## config.mk

```make
export PLATFORM = sky130hd
export DESIGN_NAME = periodic_timer_table
export DESIGN_NICKNAME = d
export VERILOG_FILES = /design/src/rtl/ptt_pkg.sv /design/src/rtl/ptt_entry_update.sv /design/src/rtl/periodic_timer_table.sv
export SDC_FILE = /design/constraint.sdc
export NUM_CORES = 2
export LEC_CHECK = 0
export BUFFER_PORTS_ARGS = -buffer_cell sky130_fd_sc_hd__buf_2
export CORE_MARGIN = 4
export CORE_UTILIZATION = 30
export DETAILED_ROUTE_END_ITERATION = 16
export HOLD_SLACK_MARGIN = 0.15
export PLACE_DENSITY_LB_ADDON = 0.25
export SLEW_MARGIN = 5
export SYNTH_ARGS = -nofsm -noshare
export SYNTH_HDL_FRONTEND = slang
export SYNTH_SLANG_ARGS = --single-unit
```

## constraint.sdc

```tcl
create_clock -name clk -period 10.7 [get_ports clk]
set_clock_uncertainty 0.15 [all_clocks]
set_input_delay 2.14 -clock clk [delete_from_list [all_inputs] [get_ports clk]]
set_output_delay 2.14 -clock clk [all_outputs]
set_load 0.05 [all_outputs]
```

## src/rtl/ptt_pkg.sv

```systemverilog
// Shared constants, codes and types for the periodic timer table.
// No dependencies; imported by every module of the block.
package ptt_pkg;

  localparam int TIMERS  = 32;                      // table depth
  localparam int IDX_W   = $clog2(TIMERS);          // entry address width
  localparam int CNT_W   = $clog2(TIMERS + 1);      // fill count width
  localparam int CMP_W   = ((CNT_W > 5) ? CNT_W : 5) + 1;
  localparam int OUTC_W  = (CNT_W > 6) ? CNT_W : 6;
  localparam int VAL_W   = 20;                      // period / elapsed width
  localparam int MASK_W  = 32;                      // fired mask width

  localparam logic [9:0] TPM_RESET = 10'd60;

  // operation codes
  localparam logic [1:0] OP_TICK   = 2'd0;
  localparam logic [1:0] OP_ADD    = 2'd1;
  localparam logic [1:0] OP_REMOVE = 2'd2;

  // status codes
  localparam logic [1:0] ST_OK     = 2'd0;
  localparam logic [1:0] ST_FULL   = 2'd1;
  localparam logic [1:0] ST_BADIDX = 2'd2;

  typedef struct packed {
    logic [VAL_W-1:0] period;
    logic [VAL_W-1:0] elapsed;
  } entry_t;

endpackage

```

## src/rtl/ptt_entry_update.sv

```systemverilog
// One tick applied to one table entry: advance, wrap and fire; a zero period holds it.
// Depends on ptt_pkg (entry_t).
module ptt_entry_update
  import ptt_pkg::*;
(
  input  entry_t cur,
  output entry_t nxt,
  output logic   fired
);

  logic [VAL_W-1:0] inc;

  assign inc = cur.elapsed + 1'b1;   // wraps at 20 bits

  always_comb begin
    nxt   = cur;
    fired = 1'b0;
    if (cur.period != '0) begin
      if (inc >= cur.period) begin
        nxt.elapsed = '0;
        fired       = 1'b1;
      end else begin
        nxt.elapsed = inc;
      end
    end
  end

endmodule

```

## src/rtl/periodic_timer_table.sv

```systemverilog
// Top level of the periodic timer table: handshakes, sequencer and entry memory.
// Depends on ptt_pkg and ptt_entry_update.
//
//  channel | direction | ports                                        | transfer
//  --------+-----------+----------------------------------------------+---------------------
//  in      | input     | in_op, in_period_minutes, in_entry_index     | in_valid & in_ready
//  out     | output    | out_fired_mask, out_entry_count, out_status  | out_valid & out_ready
//  cfg     | input     | cfg_wdata (ticks_per_minute)                 | cfg_we
//
// Add, rejected items, op 3 and a remove of the last entry go from idle straight to
// done; a tick walks every live entry, a remove at index k shifts the entries above k
// down one place. The walk uses one read port and one write port, one entry a cycle.
// One item is in work at a time; in_ready is high only when idle.
// Reset (synchronous, rst_n low) empties the table and sets ticks_per_minute to 60;
// the memory itself is not cleared, entries at or above the count are never read.
// A result that is not taken holds the sequencer in its done state.
module periodic_timer_table
  import ptt_pkg::*;
(
  input  logic              clk,
  input  logic              rst_n,
  // input channel
  input  logic              in_valid,
  output logic              in_ready,
  input  logic [1:0]        in_op,
  input  logic [9:0]        in_period_minutes,
  input  logic [4:0]        in_entry_index,
  // result channel
  output logic              out_valid,
  input  logic              out_ready,
  output logic [MASK_W-1:0] out_fired_mask,
  output logic [5:0]        out_entry_count,
  output logic [1:0]        out_status,
  // configuration
  input  logic              cfg_we,
  input  logic [9:0]        cfg_wdata
);

  typedef enum logic [2:0] {
    S_IDLE = 3'b001,
    S_WALK = 3'b010,
    S_DONE = 3'b100
  } state_t;

  // ---------------------------------------------------------------------------
  // registers
  // ---------------------------------------------------------------------------
  state_t            state_r,     state_nxt;
  logic              is_tick_r,   is_tick_nxt;   // walk kind: tick or remove
  logic [CNT_W-1:0]  used_r,      used_nxt;
  logic [CNT_W-1:0]  rd_ptr_r,    rd_ptr_nxt;    // next entry to read
  logic              rd_vld_r,    rd_vld_nxt;    // rd_data_r holds a walked entry
  logic [IDX_W-1:0]  rd_addr_r;                  // address behind rd_data_r
  entry_t            rd_data_r;
  logic [MASK_W-1:0] mask_r,      mask_nxt;
  logic [1:0]        status_r,    status_nxt;
  logic [9:0]        tpm_r;
  logic              out_valid_r, out_valid_nxt;
  logic [MASK_W-1:0] out_mask_r;
  logic [5:0]        out_count_r;
  logic [1:0]        out_status_r;

  // memory ports
  entry_t            mem [TIMERS];
  logic              rd_en;
  logic [IDX_W-1:0]  rd_addr;
  logic              wr_en;
  logic [IDX_W-1:0]  wr_addr;
  entry_t            wr_data;

  // datapath
  entry_t            upd_entry;
  logic              upd_fired;
  logic [CMP_W-1:0]  idx_ext;
  logic [CMP_W-1:0]  used_ext;
  logic [CMP_W-1:0]  idx_plus1;
  logic [2*10-1:0]   product;
  logic [OUTC_W-1:0] count_ext;
  logic              accept;
  logic              out_free;

  assign accept    = in_valid && in_ready;
  assign out_free  = !out_valid_r || out_ready;
  assign idx_ext   = CMP_W'(in_entry_index);
  assign used_ext  = CMP_W'(used_r);
  assign idx_plus1 = idx_ext + 1'b1;
  assign product   = {10'd0, in_period_minutes} * {10'd0, tpm_r};   // always fits in 20 bits
  assign count_ext = OUTC_W'(used_r);

  ptt_entry_update u_update (
    .cur   (rd_data_r),
    .nxt   (upd_entry),
    .fired (upd_fired)
  );

  // ---------------------------------------------------------------------------
  // sequencer
  // ---------------------------------------------------------------------------
  always_comb begin
    state_nxt     = state_r;
    is_tick_nxt   = is_tick_r;
    used_nxt      = used_r;
    rd_ptr_nxt    = rd_ptr_r;
    rd_vld_nxt    = 1'b0;
    mask_nxt      = mask_r;
    status_nxt    = status_r;
    out_valid_nxt = out_valid_r && !out_ready;
    rd_en         = 1'b0;
    rd_addr       = IDX_W'(rd_ptr_r);
    wr_en         = 1'b0;
    wr_addr       = rd_addr_r;
    wr_data       = upd_entry;

    case (state_r)
      S_IDLE: begin
        if (accept) begin
          mask_nxt   = '0;
          status_nxt = ST_OK;
          state_nxt  = S_DONE;
          case (in_op)
            OP_TICK: begin
              is_tick_nxt = 1'b1;
              rd_ptr_nxt  = '0;
              if (used_r != '0) state_nxt = S_WALK;
            end
            OP_ADD: begin
              if (used_ext >= CMP_W'(TIMERS)) begin
                status_nxt = ST_FULL;
              end else begin
                wr_en           = 1'b1;
                wr_addr         = IDX_W'(used_r);
                wr_data.period  = product[VAL_W-1:0];
                wr_data.elapsed = '0;
                used_nxt        = used_r + 1'b1;
              end
            end
            OP_REMOVE: begin
              is_tick_nxt = 1'b0;
              if (idx_ext >= used_ext) begin
                status_nxt = ST_BADIDX;
              end else if (idx_plus1 >= used_ext) begin
                used_nxt = used_r - 1'b1;   // last entry: nothing to shift
              end else begin
                rd_ptr_nxt = CNT_W'(idx_plus1);
                state_nxt  = S_WALK;
              end
            end
            default: ;   // unused op: no change, ok status
          endcase
        end
      end

      S_WALK: begin
        // issue the next read
        if (rd_ptr_r < used_r) begin
          rd_en      = 1'b1;
          rd_ptr_nxt = rd_ptr_r + 1'b1;
          rd_vld_nxt = 1'b1;
        end
        // write back the entry read last cycle
        if (rd_vld_r) begin
          wr_en = 1'b1;
          if (is_tick_r) begin
            wr_addr = rd_addr_r;
            wr_data = upd_entry;
            if (upd_fired && (rd_addr_r < MASK_W))
              mask_nxt = mask_r | (MASK_W'(1) << rd_addr_r);
          end else begin
            wr_addr = rd_addr_r - 1'b1;   // shift down by one place
            wr_data = rd_data_r;
          end
          if (rd_ptr_r >= used_r) begin
            state_nxt = S_DONE;
            if (!is_tick_r) used_nxt = used_r - 1'b1;
          end
        end
      end

      S_DONE: begin
        if (out_free) begin
          out_valid_nxt = 1'b1;
          state_nxt     = S_IDLE;
        end
      end

      default: state_nxt = S_IDLE;
    endcase
  end

  // control state
  always_ff @(posedge clk) begin
    if (!rst_n) begin
      state_r     <= S_IDLE;
      used_r      <= '0;
      rd_vld_r    <= 1'b0;
      out_valid_r <= 1'b0;
      tpm_r       <= TPM_RESET;
    end else begin
      state_r     <= state_nxt;
      used_r      <= used_nxt;
      rd_vld_r    <= rd_vld_nxt;
      out_valid_r <= out_valid_nxt;
      if (cfg_we) tpm_r <= cfg_wdata;
    end
  end

  // payload
  always_ff @(posedge clk) begin
    is_tick_r <= is_tick_nxt;
    rd_ptr_r  <= rd_ptr_nxt;
    mask_r    <= mask_nxt;
    status_r  <= status_nxt;
    if (state_r == S_DONE && out_free) begin
      out_mask_r   <= mask_r;
      out_count_r  <= count_ext[5:0];
      out_status_r <= status_r;
    end
  end

  // entry memory: one write port, one registered read port
  always_ff @(posedge clk) begin
    if (wr_en) mem[wr_addr] <= wr_data;
    if (rd_en) begin
      rd_data_r <= mem[rd_addr];
      rd_addr_r <= rd_addr;
    end
  end

  assign in_ready        = (state_r == S_IDLE);
  assign out_valid       = out_valid_r;
  assign out_fired_mask  = out_mask_r;
  assign out_entry_count = out_count_r;
  assign out_status      = out_status_r;

`ifndef SYNTH
  // fill count never exceeds the table
  a_used_bound: assert property (@(posedge clk) disable iff (!rst_n)
    used_r <= CNT_W'(TIMERS))
    else $error("entry count above table depth");

  // walk writes only touch live entries
  a_walk_wr_live: assert property (@(posedge clk) disable iff (!rst_n)
    (wr_en && state_r == S_WALK) |-> (CNT_W'(wr_addr) < used_r))
    else $error("walk write outside live entries");

  // an accepted add on a non-full table grows the count by one
  a_add_grows: assert property (@(posedge clk) disable iff (!rst_n)
    (accept && in_op == OP_ADD && used_r < CNT_W'(TIMERS))
      |=> (used_r == $past(used_r) + 1'b1))
    else $error("add did not grow the table");
`endif

endmodule

```

==> run summary <==
Rel. slew slack = 12.0%
routability cong. = 0.778
min-delay src = status_r[0]$_DFFE_PP_
number of flops mapped to enable cells by yosys = 1406
wire length of the first global-routing pass = 227 mm
Via Count = 29373
sequential element share of the synthesized area = 71.7%
mux contribution to synthesized area = 16.1%
DIE AREA = 205000 um^2
# DRC = 0
largest family of logic cells by synthesized area = multiplexers
core area = 197000 um^2
share of cells above drive strength 1 = 26.8%
Final min period = 7.35 ns
ant diodes = 0
IO buf count = 73
H-tree Lvls = 4
fill cell count = 18431
final count of negative-setup-slack endpoints = 0
die height = 453 um
crit path max fanout = 32
Max Clk Rate = 0.136 GHz
Worst EP required = 10.96 ns
DP HPWL = 83.2 mm
Leak = 21.8 nW
Post-Syn Nets = 3157
Crit-path slowest cell = o21ai_2
Routed Antenna Nets = 0
worst min-delay path class = reg2reg
Die W = 453 um
worst slew pin tran = 1.32 ns
status = finished clean
Synth cell types = 66
Initial Util = 30.2%
synth warn = 0
hold buffer count at cts = 0
crit path from = in_period_minutes[7]
startpoint types = input port
Area Overhead vs Synth = 14.7%
max-cap viol count = 0
Root Buffer = clkbuf_16
Seq cells post-synth = 1427
initial DRC count = 2805
Adder-Cell Fraction of Synth Area = 4.32%
pwr dens = 187 nW/um^2
asr flop ratio synth = 0%
FP Rows = 163
final WL = 157 mm
GRT overflow = 0
CTS tree = yes
largest net degree at the start of global routing = 133
Vias/cell = 5.00
simple-gate share of the synthesized area = 3.43%
DR WL/cell = 26.7 um
Slew Limit Fails = 0
mapped cell area = 59500 um^2
Ports = 74
Total GRT Usage = 15.3%
pre-CTS WS = 2.59 ns
CTS clock-pin slew for the worst setup and hold paths = 0.07 ns
initial antenna violation count = 1
slowest stage delay, CP = 0.91 ns
CTS max path bufs = 3
Setup crit end kind = flip-flop
crit path DAT = 7.61 ns
ys flop type = edfxtp_1
setup ws final = 3.35 ns
Sink Count = 1427
syn_area_per_cell = 20.1 um^2
gate count of the mapped netlist = 2957
VDD IR max = 131 uV
setup TNS = 0 ns
XOR/XNOR Fraction of Synth Area = 0.663%
FF-to-FF Start = tpm_r[1]$_SDFFE_PN0P_
Worst-Skew Late Latency = 0.79 ns
setup bufs post-CTS = 0
Final Hold Vio Count = 0
WS Path Type = in2reg
first-pass detailed-route iteration total = 6
Layout Nets = 3320
PostCTS Resize Cnt = 0
number of global-route vias before repair = 30194
fin crit share = 68.7%
CP cell instances = buf_2 -> nand2_1 -> fa_1 -> inv_1 -> fa_1 -> inv_1 -> fa_1 -> inv_1 -> fa_1 -> inv_1 -> fa_1 -> inv_1 -> ha_1 -> a21o_1 -> o41ai_1 -> o21bai_1 -> xnor2_1 -> o21ai_2
total CTS buffers = 155
post-synthesis compound-gate area fraction = 2.07%
RSZ-0062 raised after global routing = no
## cells in the mapped netlist (41+ instances only)
cell | count | area share [%]
edfxtp_1 | 1406 | 71
mux4_2 | 400 | 15
nand2_1 | 113 | 0.71
ha_1 | 106 | 2.2
inv_1 | 100 | 0.63
nor2_1 | 98 | 0.62
clkbuf_1 | 86 | 0.54
a21oi_1 | 75 | 0.63
and2_1 | 74 | 0.78
fa_1 | 62 | 2.1
mux2_2 | 41 | 0.78
o21ai_1 | 41 | 0.35
## cell families (layout without fill, tap and decap cells)
kind of cell | count (synthesis) | in the layout
xor+xnor | 45 | 45
mux | 453 | 453
simple gates | 414 | 414
compound gates | 204 | 204
flops | 1427 | 1427
buf+inv | 246 | 527
fa+ha+maj | 168 | 168
## worst paths after layout
check / end / slack [ns] / cells past startpoint
setup / recovery: mem[8][33]$_DFFE_PP_ / 3.35 / 18
hold / removal: out_status[0]$_DFFE_PP_ / 0.30 / 0
setup reg to reg: mem[8][33]$_DFFE_PP_ / 4.28 / 17
hold reg to reg: out_status[0]$_DFFE_PP_ / 0.30 / 0
## per-layer routing
layer | share of wire [%] | routed length, um | vias up | GRT usage [%]
met5 | 0.0083 | 13 | - | 0
li1 | - | - | 12353 | -
met4 | 1.9 | 3050 | 2 | 3.71
met3 | 5.6 | 8840 | 204 | 2.41
met2 | 47 | 73700 | 883 | 24.2
met1 | 45 | 71400 | 15931 | 22.1
## critical path: cells and delay by family
family	cells	cell delay, ns
fa+ha+maj	6	2.87
buf+inv	6	0.47
simple gates	1	0.11
xor+xnor	1	0.25
compound gates	4	1.77
## power by group
| part | internal (W) | leakage [nW] | switching (W) |
|---|---|---|---|
| combinational | 0.000659 | 6.57 | 0.000925 |
| clock | 0.00277 | 2.27 | 0.00217 |
| sequential | 0.00619 | 12.9 | 0.0000259 |
## layout make-up
| cell class | instances | area [um^2] | area share (%) |
|---|---|---|---|
| flip-flops and latches | 1427 | 42600 | 62.5 |
| multi-input cells | 1284 | 16300 | 23.8 |
| clock buffers | 199 | 4120 | 6.04 |
| well taps | 2640 | 3300 | 4.84 |
| repair buffers | 147 | 983 | 1.44 |
| clock inverters | 76 | 529 | 0.776 |
| inverters | 105 | 394 | 0.578 |
## state kept, by name (all words and copies together) (netlist names), 2 cells and up
signal,count
mem,1280
rd_data_r,40
mask_r,32
out_fired_mask,32
tpm_r,10
count_ext,6
out_entry_count,6
rd_ptr_r,6
rd_addr_r,5
state_r,3
out_status,2
status_r,2
## stage by stage
stage	hold WS [ns]	total power, W	cells	instance area, um^2	util, %
final	0.301	0.0127	5878	68200	34.6
after global routing	0.319	0.0133	5878	68200	34.6
after CTS	0.300	0.0129	5878	68200	34.6
after detailed placement	0.263	0.00792	5603	63500	32.2
after global placement	0.281	0.00792	5603	63500	32.2
after floorplan	0.250	0.00743	2957	59500	-
## layout by cell type (no fill, tap or decap), types with 62 or more instances in the layout
| cell type | n |
|---|---|
| clkbuf_16 | 158 |
| ha_1 | 106 |
| and2_1 | 74 |
| fa_1 | 62 |
| mux4_2 | 400 |
| buf_4 | 69 |
| edfxtp_1 | 1406 |
| nand2_1 | 113 |
| buf_2 | 73 |
| inv_1 | 100 |
| nor2_1 | 62 |
Power figures use the tool's default switching activity.
